## config.mk

```make
export PLATFORM = sky130hd
export DESIGN_NAME = iaswpe_ctrl
export DESIGN_NICKNAME = d
export VERILOG_FILES = /design/src/rtl/core/iaswpe_pkg.sv /design/src/rtl/core/iaswpe_ctrl.sv
export VERILOG_INCLUDE_DIRS = /design/src /design/src/rtl/core
export SDC_FILE = /design/constraint.sdc
export NUM_CORES = 1
export LEC_CHECK = 0
export BUFFER_PORTS_ARGS = -buffer_cell sky130_fd_sc_hd__buf_4
export CAP_MARGIN = 20
export CORE_AREA = 4 4 41 43
export CTS_CLUSTER_SIZE = 24
export DETAILED_ROUTE_END_ITERATION = 7
export DIE_AREA = 0 0 45 47
export PLACE_DENSITY = 0.52
export SETUP_SLACK_MARGIN = 0.02
export SLEW_MARGIN = 30
export SYNTH_ARGS = -nofsm -noshare
export SYNTH_HDL_FRONTEND = slang
export SYNTH_SLANG_ARGS = --single-unit
```

## constraint.sdc

```tcl
create_clock -name clk -period 2.25 [get_ports clk]
set_clock_uncertainty 0.2 [all_clocks]
set_input_delay 0.1125 -clock clk [delete_from_list [all_inputs] [get_ports clk]]
set_output_delay 0.1125 -clock clk [all_outputs]
set_load 0.01 [all_outputs]
```

## src/rtl/core/ias_word_pair_executor_macros.svh

```systemverilog
// Assertion helpers for the word pair executor RTL, included by iaswpe_ctrl.
`ifndef IAS_WORD_PAIR_EXECUTOR_MACROS_SVH
`define IAS_WORD_PAIR_EXECUTOR_MACROS_SVH

// The consequent must hold in the same cycle as the antecedent.
`define IASWPE_ASSERT_SAME(lbl, ck, rs, ante, cons, msg) \
  lbl: assert property (@(posedge ck) disable iff (rs) (ante) |-> (cons)) else $error(msg);

// The consequent must hold in the cycle after the antecedent.
`define IASWPE_ASSERT_NEXT(lbl, ck, rs, ante, cons, msg) \
  lbl: assert property (@(posedge ck) disable iff (rs) (ante) |=> (cons)) else $error(msg);

`endif

```

## src/rtl/core/iaswpe_pkg.sv

```systemverilog
`timescale 1ns / 1ps

package iaswpe_pkg;

  localparam logic [1:0] MODE_EXEC  = 2'd0;
  localparam logic [1:0] MODE_WRITE = 2'd1;
  localparam logic [1:0] MODE_READ  = 2'd2;

  localparam logic [7:0] OPC_LOAD = 8'h01;
  localparam logic [7:0] OPC_STOR = 8'h21;
  localparam logic [7:0] OPC_ADD  = 8'h05;

  localparam logic [11:0] PC_START = 12'd420;

  typedef enum logic [2:0] {
    S_CLEAR,
    S_IDLE,
    S_EX_L,
    S_RD_R,
    S_EX_R,
    S_HOST_WR,
    S_HOST_RD,
    S_OUT
  } state_t;

  typedef enum logic [1:0] {
    RD_SRC_LEFT,
    RD_SRC_HOST,
    RD_SRC_RIGHT
  } rd_src_t;

  typedef struct packed {
    logic    load_in;
    logic    clr_we;
    rd_src_t rd_src;
    logic    exec_left;
    logic    exec_right;
    logic    pc_step;
    logic    host_wr;
    logic    cap_read;
  } dp_cmd_t;

  typedef struct packed {
    logic clr_last;
  } dp_sts_t;

endpackage

```

## src/rtl/core/iaswpe_ctrl.sv

```systemverilog
`timescale 1ns / 1ps
`include "ias_word_pair_executor_macros.svh"

module iaswpe_ctrl (
  input  logic                clk,
  input  logic                rst,
  input  logic                start,
  input  logic [1:0]          mode,
  input  iaswpe_pkg::dp_sts_t sts,
  output iaswpe_pkg::dp_cmd_t cmd,
  output logic                busy,
  output logic                done
);

  iaswpe_pkg::state_t state;
  iaswpe_pkg::state_t state_next;
  logic               accept;

  // A new item may enter while the previous result is on the strobe.
  assign accept = start && ((state == iaswpe_pkg::S_IDLE) || (state == iaswpe_pkg::S_OUT));

  always_ff @(posedge clk) begin
    if (rst) begin
      state <= iaswpe_pkg::S_CLEAR;
    end else begin
      state <= state_next;
    end
  end

  always_comb begin
    state_next = state;
    case (state)
      iaswpe_pkg::S_CLEAR: begin
        if (sts.clr_last) begin
          state_next = iaswpe_pkg::S_IDLE;
        end
      end
      iaswpe_pkg::S_IDLE, iaswpe_pkg::S_OUT: begin
        if (accept) begin
          case (mode)
            iaswpe_pkg::MODE_EXEC:  state_next = iaswpe_pkg::S_EX_L;
            iaswpe_pkg::MODE_WRITE: state_next = iaswpe_pkg::S_HOST_WR;
            iaswpe_pkg::MODE_READ:  state_next = iaswpe_pkg::S_HOST_RD;
            default:                state_next = iaswpe_pkg::S_OUT;
          endcase
        end else begin
          state_next = iaswpe_pkg::S_IDLE;
        end
      end
      iaswpe_pkg::S_EX_L:    state_next = iaswpe_pkg::S_RD_R;
      iaswpe_pkg::S_RD_R:    state_next = iaswpe_pkg::S_EX_R;
      iaswpe_pkg::S_EX_R:    state_next = iaswpe_pkg::S_OUT;
      iaswpe_pkg::S_HOST_WR: state_next = iaswpe_pkg::S_OUT;
      iaswpe_pkg::S_HOST_RD: state_next = iaswpe_pkg::S_OUT;
      default:               state_next = iaswpe_pkg::S_IDLE;
    endcase
  end

  always_comb begin
    cmd            = '0;
    cmd.rd_src     = iaswpe_pkg::RD_SRC_LEFT;
    busy           = 1'b1;
    done           = 1'b0;
    case (state)
      iaswpe_pkg::S_CLEAR: begin
        cmd.clr_we = 1'b1;
      end
      iaswpe_pkg::S_IDLE, iaswpe_pkg::S_OUT: begin
        busy        = 1'b0;
        done        = (state == iaswpe_pkg::S_OUT);
        cmd.load_in = accept;
        // The first memory read is issued straight from the input ports.
        cmd.rd_src  = (mode == iaswpe_pkg::MODE_READ) ? iaswpe_pkg::RD_SRC_HOST
                                                       : iaswpe_pkg::RD_SRC_LEFT;
      end
      iaswpe_pkg::S_EX_L: begin
        cmd.exec_left = 1'b1;
        cmd.pc_step   = 1'b1;
      end
      iaswpe_pkg::S_RD_R: begin
        cmd.rd_src = iaswpe_pkg::RD_SRC_RIGHT;
      end
      iaswpe_pkg::S_EX_R: begin
        cmd.exec_right = 1'b1;
      end
      iaswpe_pkg::S_HOST_WR: begin
        cmd.host_wr = 1'b1;
      end
      iaswpe_pkg::S_HOST_RD: begin
        cmd.cap_read = 1'b1;
      end
      default: begin
        busy = 1'b1;
      end
    endcase
  end

  `IASWPE_ASSERT_NEXT(a_exec_enters_left, clk, rst,
    accept && (mode == iaswpe_pkg::MODE_EXEC), state == iaswpe_pkg::S_EX_L,
    "execute item did not start with the left instruction")
  `IASWPE_ASSERT_NEXT(a_right_after_left, clk, rst,
    state == iaswpe_pkg::S_EX_L, cmd.rd_src == iaswpe_pkg::RD_SRC_RIGHT,
    "right instruction read did not follow the left instruction")
  `IASWPE_ASSERT_NEXT(a_result_after_right, clk, rst,
    state == iaswpe_pkg::S_EX_R, done && !busy,
    "no result strobe after the right instruction")
  `IASWPE_ASSERT_NEXT(a_host_write_issued, clk, rst,
    accept && (mode == iaswpe_pkg::MODE_WRITE), cmd.host_wr,
    "memory write item did not write")

endmodule

```

Word level (Yosys, flattened, before mapping)
Cells that the tools add are included.
W data, S select, Z words.
{"block": "totals", "romBits": 0, "latchBits": 0, "elab_cells": 31, "regBits": 3, "input_bits": 6, "memories": 0, "mem_bits_rw": 0, "out_inout_bits": 11}
{"block": "op_classes", "muxes": 14, "n_reduce_logical": 6, "addsub": 0, "multipliers": 0, "div": 0, "eq_ne": 10, "shift": 0, "n_bitwise": 0, "order_cmp": 0}
{"operator": "$pmux W3 S5", "count": 1}
{"operator": "$eq A3 B3 Y1 const B", "count": 4}
{"operator": "$mux W1", "count": 9}
{"operator": "$pmux W3 S3", "count": 1}
{"operator": "$eq A3 B2 Y1 const B", "count": 2}
{"operator": "$mux W3", "count": 2}
{"operator": "$pmux W2 S2", "count": 1}
{"operator": "$eq A3 B1 Y1 const B", "count": 1}
{"operator": "$logic_not A3 Y1", "count": 1}
{"operator": "$reduce_or A3 Y1", "count": 1}
{"operator": "$eq A2 B1 Y1 const B", "count": 1}
{"operator": "$eq A2 B2 Y1 const B", "count": 1}
{"operator": "$logic_not A2 Y1", "count": 1}
{"operator": "$ne A2 B2 Y1 const B", "count": 1}
{"operator": "$reduce_or A2 Y1", "count": 1}
{"operator": "$logic_and A1 B1 Y1", "count": 1}
{"operator": "$logic_or A1 B1 Y1", "count": 1}

Logic depth before layout (Yosys ltp)
Gate-level depths: netlist of run 1.
{"block": "logic_depth", "depth_word": 5, "depth_mapped": 4, "ltp_nobuf": 3}

Worst setup path before layout of run 1
Ideal clock, no wire load.
{"block": "synth_path", "path_kind": "reg2out", "startpoint": "reg state[2]", "endpoint": "out cmd[5] in the netlist's numbering", "path_slack_ns": 0.896, "arrival_time_ns": 1.041, "stages_incl_launch_ff": 5, "n_path_buf": 1, "cell_sequence": "dfxtp_1 -> buf_6 -> xnor2_1 -> nand2_1 -> nor3b_1"}
{"element": "start, declared", "line_no": "iaswpe_ctrl.sv:15", "source": "iaswpe_pkg::state_t state;"}
{"element": "start signal, assigned", "line_no": "iaswpe_ctrl.sv:24", "source": "state <= iaswpe_pkg::S_CLEAR;"}
{"element": "start signal, assigned", "line_no": "iaswpe_ctrl.sv:26", "source": "state <= state_next;"}
{"element": "end, declared", "line_no": "iaswpe_ctrl.sv:10", "source": "output iaswpe_pkg::dp_cmd_t cmd,"}

Final worst setup path of run 1
{"block": "layout_path", "startpoint": "in start", "endpoint": "reg state[0]"}
{"block": "layout_between", "elab_chain_len": 3}
{"element": "start, declared", "line_no": "iaswpe_ctrl.sv:7", "source": "input logic start,"}
{"element": "$logic_and A1 B1 Y1", "line_no": "iaswpe_ctrl.sv:20", "source": "assign accept = start && ((state == iaswpe_pkg::S_IDLE) || (state == iaswpe_pkg::S_OUT));"}
{"element": "$mux W3", "line_no": "iaswpe_ctrl.sv:39", "source": "if (accept) begin"}
{"element": "$pmux W3 S5", "line_no": "iaswpe_ctrl.sv:32", "source": "case (state)"}
Every way passes these cells.
A chain may end at the register's enable or synchronous reset.

==> results of run 1 <==
[report_power, final]
part           total, mW  switching, mW  internal (mW)  leakage (nW)
combinational      0.107         0.0488         0.0579         0.160
clock             0.0934         0.0270         0.0664        0.0150
sequential        0.0801         0.0189         0.0612        0.0249
[worst max path at each step]
stage / from / to / slack [ps] / cells past startpoint
final: start / state[0] / 220 / 6
after global routing: start / state[0] / 140 / 6
after CTS: start / state[0] / 240 / 6
after detailed placement: state[2] / cmd[5] / 810 / 4
after global placement: state[2] / cmd[5] / 830 / 4
after floorplan: state[2] / cmd[5] / 900 / 4
[tightest hold or removal path: cells and delay by family]
family	cells	cell delay (ps)
AND/OR/NAND/NOR	2	140
buffers and inverters	1	100
AO/OA/AOI/OAI	1	70
[kinds of logic after synthesis]
logic type | count (synthesis)
AND/OR/NAND/NOR | 14
flip-flops | 3
adder cells (fa/ha/maj) | 1
AO/OA/AOI/OAI | 6
multiplexers | 1
XOR/XNOR | 1
buffers and inverters | 8
[metrics by stage]
stage	utilization [%]	instance area [um^2]	setup slack (ps)	std cells	total power [mW]
floorplan	-	274	896	34	0.155
global placement	28.4	369	828	61	0.182
detailed placement	28.4	369	812	61	0.183
CTS	32.7	425	243	68	0.287
global route	32.7	425	141	68	0.302
finish	32.7	425	221	68	0.280
[layout make-up]
class                           instances  area (um^2)  share of cell area [%]
Clock buffer                            4         26.3                    6.18
Timing Repair Buffer                   19          150                    35.3
Inverter                                4         17.5                    4.12
Multi-Input combinational cell         23          153                    35.9
Sequential cell                         3         60.1                    14.1
Tap cell                               15         18.8                    4.41
[Yosys cell counts]
library cell,count
sky130_fd_sc_hd__maj3_2,1
sky130_fd_sc_hd__mux2i_1,1
sky130_fd_sc_hd__a221oi_2,1
sky130_fd_sc_hd__a21oi_1,2
sky130_fd_sc_hd__xnor2_1,1
sky130_fd_sc_hd__nand2_1,1
sky130_fd_sc_hd__buf_12,1
sky130_fd_sc_hd__nor3b_1,1
sky130_fd_sc_hd__buf_6,1
sky130_fd_sc_hd__inv_2,1
sky130_fd_sc_hd__nand3_1,1
sky130_fd_sc_hd__buf_4,1
sky130_fd_sc_hd__nand2b_1,1
sky130_fd_sc_hd__nor2b_1,1
sky130_fd_sc_hd__nand4_1,1
sky130_fd_sc_hd__inv_1,2
sky130_fd_sc_hd__inv_4,1
sky130_fd_sc_hd__buf_2,1
sky130_fd_sc_hd__nor3_1,6
sky130_fd_sc_hd__a31oi_1,1
sky130_fd_sc_hd__and3_1,1
sky130_fd_sc_hd__dfxtp_1,3
sky130_fd_sc_hd__o21ai_0,1
sky130_fd_sc_hd__o21a_1,1
sky130_fd_sc_hd__and3_2,1
[routing by layer]
| metal | vias up | routed length [um] | part of all wire, % |
|---|---|---|---|
| met3 | 0 | 69 | 9.8 |
| met4 | 0 | 0 | 0 |
| li1 | 157 | - | - |
| met1 | 136 | 342 | 49 |
| met5 | - | 0 | 0 |
| met2 | 15 | 289 | 41 |
==> qor.yml, run 1 <==
met1_usage_pct: 9.75
total_cts_buffers: 3
synthesis.area_per_instance_um2: 8.06
grt_start_max_net_pins: 11
layout_worst_path_cycle_share_pct: 90.2
run_status: "complete, no violations"
criticalPathCategory: "primary input to register"
number_of_antenna_violations_at_the_first_check_in_global_routing: 0
clk_pin_slew_worst_paths_ps: 40
grt_usage_pct: 6.95
number_of_setup_violations_in_the_final_report: 0
crit_fanout: 5
largest_register_ff_count: 3
worstReg2RegStart: "state[2]"
die_height_um: 47
setup.reg_to_reg.worst_slack_ps: 320
worstPathCellList: "dlygate4sd3_1 > buf_4 > nor2b_1 > maj3_2 > a221oi_2 > dlygate4sd3_1"
tightestPinTransition_ps: 353
mostFrequentLayoutCells: "16 x sky130_fd_sc_hd__buf_4, 6 x sky130_fd_sc_hd__nor3_1, 3 x sky130_fd_sc_hd__clkbuf_4, 3 x sky130_fd_sc_hd__dlygate4sd3_1, 3 x sky130_fd_sc_hd__dfxtp_1"
fp.dieArea_mm2: 0.00212
wl_per_cell_um: 10.3
crit_required_ps: 2220
postCtsSetupBuffers: 0
number_of_sinks_on_the_clock_net: 3
cp_launch_type: "primary input"
post-synth-top-area-cell: "sky130_fd_sc_hd__dfxtp_1"
worstPathArrival_ps: 2000
rsz0062_at_grt: "no"
fillerInstances: 156
hpwlAfterDp_um: 550
synthXorXnorAreaFrac_pct: 3.20
grt_use_met3_pct: 3.45
post_cts_resized: 0
routabilityCongestion: 0.759
wire_length_of_the_first_global_routing_pass_um: 1070
worst_path_largest_cell_delay_ps: 570
most_common_cell_after_layout_fill_and_taps_aside: "sky130_fd_sc_hd__buf_4"
worstHoldEndpoint: "state[1]"
critical-path-top-cell-by-count: "sky130_fd_sc_hd__dlygate4sd3_1"
synthesis.nets: 40
leakage_nw: 0.200
floorplan.initialDensity_pct: 21.1
dr.pass1.iters: 1
post_drt_via_cell_ratio: 4.53
worst-r2r-cell-count: 4
fin_nets: 60
synth_warn: 0
postSynthCellCount: 34
cts-hold-fix-buffers: 3
fraction_of_the_mapped_netlist_area_in_compound_gates_pct: 16.0
h-tree-depth: 1
finalCriticalPeriod_ps: 2030
ctsLongestPathBuffers: 2
tritoncts: "done"
max_cap_violations: 0
timing.critical_path.slowest_stage_cell: "sky130_fd_sc_hd__dlygate4sd3_1"
hold_path_depth: 4
post_synth_instance_area_um2: 274
largest_registers: "state (3)"
synthDominantCellAreaShare_pct: 21.9
dr.first_iter.drc_count: 0
synth.ff_latch_count: 3
vdd_ir_drop_max_v: 0.000301
timing.max_slew.rel_slack_pct: 76.4
core_region_area_mm2: 0.00130
post_synth_fa_ha_maj_area_fraction_pct: 4.11
power-per-cell-area_mw_per_mm2: 659
floorplan.die.width_um: 45
timing.setup.tns_ps: 0
critical_path.endpoint_type: "register"
area_delta_synth_final_pct: 55.3
hold-worst-slack_ps: 42.7
post_route_cells_drive_above_1_share_pct: 45.3
crit_family: "buffers and inverters"
crit-reg2reg-capture: "state[0]"
critPathBufInv: 3
registers.top_by_ff_count: "state"
route.antenna.remaining_nets: 0
report.final.slew_viol_count: 0
antenna_cells: 0
overall_routed_net_length_um: 702
yosys-top-cells-area: "sky130_fd_sc_hd__dfxtp_1 22%, sky130_fd_sc_hd__nor3_1 11%, sky130_fd_sc_hd__buf_12 7.3%"
netlist-cell-type-count: 25
pin_count: 17
num_vias: 308
grt_pass1_vias: 266
dr_drc_count: 0
synth_seq_area_share_pct: 21.9
synth_top_family_by_area: "simple AND/OR/NAND/NOR gates"
grt.busiest_layer: "met1"
globalRoute.totalOverflow: 0
port-buffer-count: 16
worstHoldStart: "mode[0]"
clk_latency_ps: 230
synth.area.mux_share_pct: 3.65
clk_root_buffer_cell: "sky130_fd_sc_hd__clkbuf_4"
met2_usage_pct: 9.32
post_synth_and_or_nand_nor_area_fraction_pct: 28.8
num_rows: 13
hold_viol_final: 0
min-delay-path-class: "primary input to register"
max_clock_freq_ghz: 0.493
Power figures use the tool's default switching activity.
==> run 2: changes to the inputs <==
--- a/config.mk
+++ b/config.mk
@@ -8,11 +8,13 @@
 export LEC_CHECK = 0
 export BUFFER_PORTS_ARGS = -buffer_cell sky130_fd_sc_hd__buf_4
 export CAP_MARGIN = 20
+export CELL_PAD_IN_SITES_DETAIL_PLACEMENT = 0
+export CELL_PAD_IN_SITES_GLOBAL_PLACEMENT = 1
 export CORE_AREA = 4 4 41 43
 export CTS_CLUSTER_SIZE = 24
 export DETAILED_ROUTE_END_ITERATION = 7
 export DIE_AREA = 0 0 45 47
-export PLACE_DENSITY = 0.52
+export PLACE_DENSITY = 0.68
 export SETUP_SLACK_MARGIN = 0.02
 export SLEW_MARGIN = 30
 export SYNTH_ARGS = -nofsm -noshare
==> run 2 against run 1 <==
Sequential share of layout area unchanged. Setup slack improved by 11 ps. Combinational power is essentially flat. Power grew 0.40%. Maximum frequency grew 0.57%. Worst hold slack lost 5.1 ps. Final cell count did not move. Clock-buffer cell count did not move. Core utilization unchanged. Critical path depth is the same. Global-route usage increased by 0.47 points. Critical endpoint unchanged. Largest power group unchanged.
==> qor.yml, run 2 (synthesized netlist as in run 1, its figures left out) <==
run_status: "complete, no violations"
largest_registers: "state (3)"
overall_routed_net_length_um: 707
ctsLongestPathBuffers: 2
fillerInstances: 151
clk_pin_slew_worst_paths_ps: 40
number_of_antenna_violations_at_the_first_check_in_global_routing: 0
worst_path_largest_cell_delay_ps: 560
critical_path.endpoint_type: "register"
port-buffer-count: 16
number_of_sinks_on_the_clock_net: 3
registers.top_by_ff_count: "state"
tritoncts: "done"
timing.critical_path.slowest_stage_cell: "sky130_fd_sc_hd__dlygate4sd3_1"
leakage_nw: 0.200
report.final.slew_viol_count: 0
tightestPinTransition_ps: 370
final_core_utilization_pct: 32.7
largest_register_ff_count: 3
fin_nets: 60
h-tree-depth: 1
most_common_cell_after_layout_fill_and_taps_aside: "sky130_fd_sc_hd__buf_4"
hpwlAfterDp_um: 537
post_cts_resized: 0
num_vias: 307
max_cap_violations: 0
criticalPathCategory: "primary input to register"
worstPathArrival_ps: 1990
worstPathCellList: "dlygate4sd3_1 > buf_4 > nor2b_1 > maj3_2 > a221oi_2 > dlygate4sd3_1"
crit_required_ps: 2220
post_route_cells_drive_above_1_share_pct: 45.3
route.antenna.remaining_nets: 0
crit_family: "buffers and inverters"
fp.dieArea_mm2: 0.00212
core_region_area_mm2: 0.00130
grt_start_max_net_pins: 11
die_height_um: 47
floorplan.die.width_um: 45
critical-path-top-cell-by-count: "sky130_fd_sc_hd__dlygate4sd3_1"
cp_launch_type: "primary input"
cts-hold-fix-buffers: 3
routabilityCongestion: 0.759
postCtsSetupBuffers: 0
clk_latency_ps: 230
critPathBufInv: 3
vdd_ir_drop_max_v: 0.000213
grt_pass1_vias: 272
min-delay-path-class: "primary input to register"
mostFrequentLayoutCells: "16 x sky130_fd_sc_hd__buf_4, 6 x sky130_fd_sc_hd__nor3_1, 3 x sky130_fd_sc_hd__clkbuf_4, 3 x sky130_fd_sc_hd__dlygate4sd3_1, 3 x sky130_fd_sc_hd__dfxtp_1"
wire_length_of_the_first_global_routing_pass_um: 1110
dr_drc_count: 0
rsz0062_at_grt: "no"
hold_viol_final: 0
max_clock_freq_ghz: 0.496
timing.setup.tns_ps: 0
floorplan.initialDensity_pct: 21.1
globalRoute.totalOverflow: 0
power-per-cell-area_mw_per_mm2: 662
setup.reg_to_reg.worst_slack_ps: 320
wl_per_cell_um: 10.4
num_rows: 13
dr.pass1.iters: 2
area_delta_synth_final_pct: 55.3
grt_usage_pct: 7.42
layout_worst_path_cycle_share_pct: 89.7
antenna_cells: 0
finalCriticalPeriod_ps: 2020
post_drt_via_cell_ratio: 4.51
post-layout-total-power_mw: 0.281
number_of_setup_violations_in_the_final_report: 0
pin_count: 17
total_cts_buffers: 3
crit_fanout: 5
clk_root_buffer_cell: "sky130_fd_sc_hd__clkbuf_4"
timing.max_slew.rel_slack_pct: 75.3
dr.first_iter.drc_count: 5
[run 2: cell counts in the layout (fill, tap and decap cells not counted)]
Identical to the previous run, type by type.
[run 2: cell type report]
type                            count  area (um^2)  area share [%]
Clock buffer                        4         26.3            6.18
Tap cell                           15         18.8            4.41
Sequential cell                     3         60.1            14.1
Multi-Input combinational cell     23          153            35.9
Timing Repair Buffer               19          150            35.3
Inverter                            4         17.5            4.12
[run 2: stage by stage]
step	cell area (um^2)	hold WS [ps]	setup slack, ps	cells
floorplan	274	-21.3	896	34
global placement	369	98.8	827	61
detailed placement	369	103	799	61
CTS	425	33.4	237	68
global route	425	73.2	122	68
finish	425	37.6	232	68
[run 2: where the power goes]
group          leakage [nW]  switching, mW  total, mW  internal [mW]
Clock                0.0150         0.0283     0.0948         0.0665
Sequential           0.0249         0.0194     0.0806         0.0612
Combinational         0.160         0.0482      0.106         0.0578
[run 2: metal layers]
| layer | track usage [%] | part of all wire (%) |
|---|---|---|
| met5 | 0 | 0 |
| met4 | 7.02 | 0 |
| met3 | 1.53 | 7.8 |
| met2 | 10.5 | 47 |
| met1 | 9.30 | 45 |
[run 2: worst paths after layout]
kind / startpoint / end / cells after the start
worst max-delay path: start / state[0] / 6
worst min-delay path: mode[0] / state[1] / 4
worst max register to register: state[2] / state[0] / 4
worst min register to register: state[0] / state[1] / 2
[run 2: worst min-delay path: cells and delay by family]
kind	cells	cell delay (ps)
buffers and inverters	1	100
and+or+nand+nor	2	140
AOI/OAI and AO/OA	1	70
==> run 3: changes to the inputs <==
--- a/config.mk
+++ b/config.mk
@@ -11,10 +11,12 @@
 export CELL_PAD_IN_SITES_DETAIL_PLACEMENT = 0
 export CELL_PAD_IN_SITES_GLOBAL_PLACEMENT = 1
 export CORE_AREA = 4 4 41 43
+export CTS_CLUSTER_DIAMETER = 40
 export CTS_CLUSTER_SIZE = 24
 export DETAILED_ROUTE_END_ITERATION = 7
 export DIE_AREA = 0 0 45 47
 export PLACE_DENSITY = 0.68
+export RECOVER_POWER = 25
 export SETUP_SLACK_MARGIN = 0.02
 export SLEW_MARGIN = 30
 export SYNTH_ARGS = -nofsm -noshare
==> run 3 against run 2 <==
Sequential power about the same. First-iteration DRC count down 60%. Critical path depth unchanged. Via count down 0.33%. Final cell count unchanged.
==> qor.yml, run 3 (synthesized netlist as in run 1, its figures left out) <==
route.antenna.remaining_nets: 0
mostFrequentLayoutCells: "15 x sky130_fd_sc_hd__buf_4, 6 x sky130_fd_sc_hd__nor3_1, 3 x sky130_fd_sc_hd__clkbuf_4, 3 x sky130_fd_sc_hd__dlygate4sd3_1, 3 x sky130_fd_sc_hd__dfxtp_1"
routabilityCongestion: 0.759
route.met2.wl_um: 326
antenna_cells: 0
dr.pass1.iters: 2
number_of_setup_violations_in_the_final_report: 0
dr.first_iter.drc_count: 2
post_cts_resized: 0
fillerInstances: 151
largest_registers: "state (3)"
floorplan.die.width_um: 45
area_delta_synth_final_pct: 53.9
ctsLongestPathBuffers: 2
wl_per_cell_um: 10.3
globalRoute.totalOverflow: 0
worstPathCellList: "dlygate4sd3_1 > buf_4 > nor2b_1 > maj3_2 > a221oi_2 > dlygate4sd3_1"
final_cells: 68
intPower_mw: 0.185
critPathBufInv: 3
tightestPinTransition_ps: 369
tritoncts: "done"
power_frac_comb_pct: 37.7
run_status: "complete, no violations"
timing.setup.tns_ps: 0
top_signal_layer_used: "met3"
clockPowerShare_pct: 33.7
report.final.slew_viol_count: 0
min-delay-path-class: "primary input to register"
overall_routed_net_length_um: 698
fin_nets: 60
clk_pin_slew_worst_paths_ps: 40
hold_viol_final: 0
timing.max_slew.rel_slack_pct: 75.4
core_region_area_mm2: 0.00130
worst_path_largest_cell_delay_ps: 570
total_cts_buffers: 3
cp_launch_type: "primary input"
port-buffer-count: 16
die_height_um: 47
dr_drc_count: 0
grt_start_max_net_pins: 11
netSwitchingPower_mw: 0.0955
crit_family: "buffers and inverters"
worstPathArrival_ps: 1990
critical-path-top-cell-by-count: "sky130_fd_sc_hd__dlygate4sd3_1"
post_route_cells_drive_above_1_share_pct: 43.4
number_of_antenna_violations_at_the_first_check_in_global_routing: 0
num_vias: 306
wire_length_of_the_first_global_routing_pass_um: 1110
finalCriticalPeriod_ps: 2020
vdd_ir_drop_max_v: 0.000213
wl_met3_um: 55
timing.critical_path.slowest_stage_cell: "sky130_fd_sc_hd__dlygate4sd3_1"
dp_cells: 61
fp.dieArea_mm2: 0.00212
registers.top_by_ff_count: "state"
grt_pass1_vias: 272
crit_required_ps: 2220
clk_latency_ps: 230
largest_register_ff_count: 3
post_drt_via_cell_ratio: 4.50
num_rows: 13
cts-hold-fix-buffers: 3
most_common_cell_after_layout_fill_and_taps_aside: "sky130_fd_sc_hd__buf_4"
hpwlAfterDp_um: 537
pin_count: 17
final_core_utilization_pct: 32.4
h-tree-depth: 1
floorplan.initialDensity_pct: 21.1
clk_root_buffer_cell: "sky130_fd_sc_hd__clkbuf_4"
layout_worst_path_cycle_share_pct: 89.8
p_seq_share_pct: 28.6
number_of_sinks_on_the_clock_net: 3
wirelength_met1_um: 316
critical_path.endpoint_type: "register"
postCtsSetupBuffers: 0
power-per-cell-area_mw_per_mm2: 666
swShare_pct: 34.0
max_clock_freq_ghz: 0.495
grt_usage_pct: 7.42
leakage_nw: 0.195
criticalPathCategory: "primary input to register"
crit_fanout: 5
max_cap_violations: 0
rsz0062_at_grt: "no"
==> run 3: layer usage <==
| layer | vias up | GRT usage [%] |
|---|---|---|
| li1 | 160 | - |
| met1 | 135 | 9.30 |
| met2 | 11 | 10.5 |
| met3 | 0 | 1.53 |
| met4 | 0 | 7.02 |
| met5 | - | 0 |
==> run 3: worst min-delay path, delay by kind of cell <==
kind / cells / cell delay [ps]
buffers and inverters: 1 / 100
AO/OA/AOI/OAI: 1 / 70
AND/OR/NAND/NOR: 2 / 140
==> run 3: final timing paths <==
check,start,to,slack (ps),cells after the start
worst max register to register,state[2],state[0],310,4
worst max-delay path,start,state[0],230,6
worst min-delay path,mode[0],state[1],40,4
worst min register to register,state[0],state[1],410,2
==> run 3: layout make-up <==
cell class	count	area, um^2	area share, %
clock buffer	4	26.3	6.23
inverter	4	17.5	4.15
multi-input combinational	23	153	36.2
sequential	3	60.1	14.2
timing repair buffer	19	146	34.7
tap	15	18.8	4.45
==> run 3: per-stage QoR <==
stage	hold WS (ps)	setup slack (ps)	power, mW	cell area [um^2]
2_1_floorplan	-21.3	896	0.155	274
3_3_place_gp	98.8	827	0.183	369
3_5_place_dp	103	799	0.182	369
4_1_cts	33.4	237	0.288	425
5_1_grt	73.2	122	0.301	422
6_report	39.0	230	0.281	422
==> run 3: power by group through the flow <==
stage | clock (mW) | combinational [mW] | sequential, mW
2_1_floorplan | 0 | 0.0894 | 0.0651
3_3_place_gp | 0 | 0.101 | 0.0813
3_5_place_dp | 0 | 0.101 | 0.0814
4_1_cts | 0.0999 | 0.108 | 0.0806
5_1_grt | 0.102 | 0.116 | 0.0828
6_report | 0.0946 | 0.106 | 0.0804
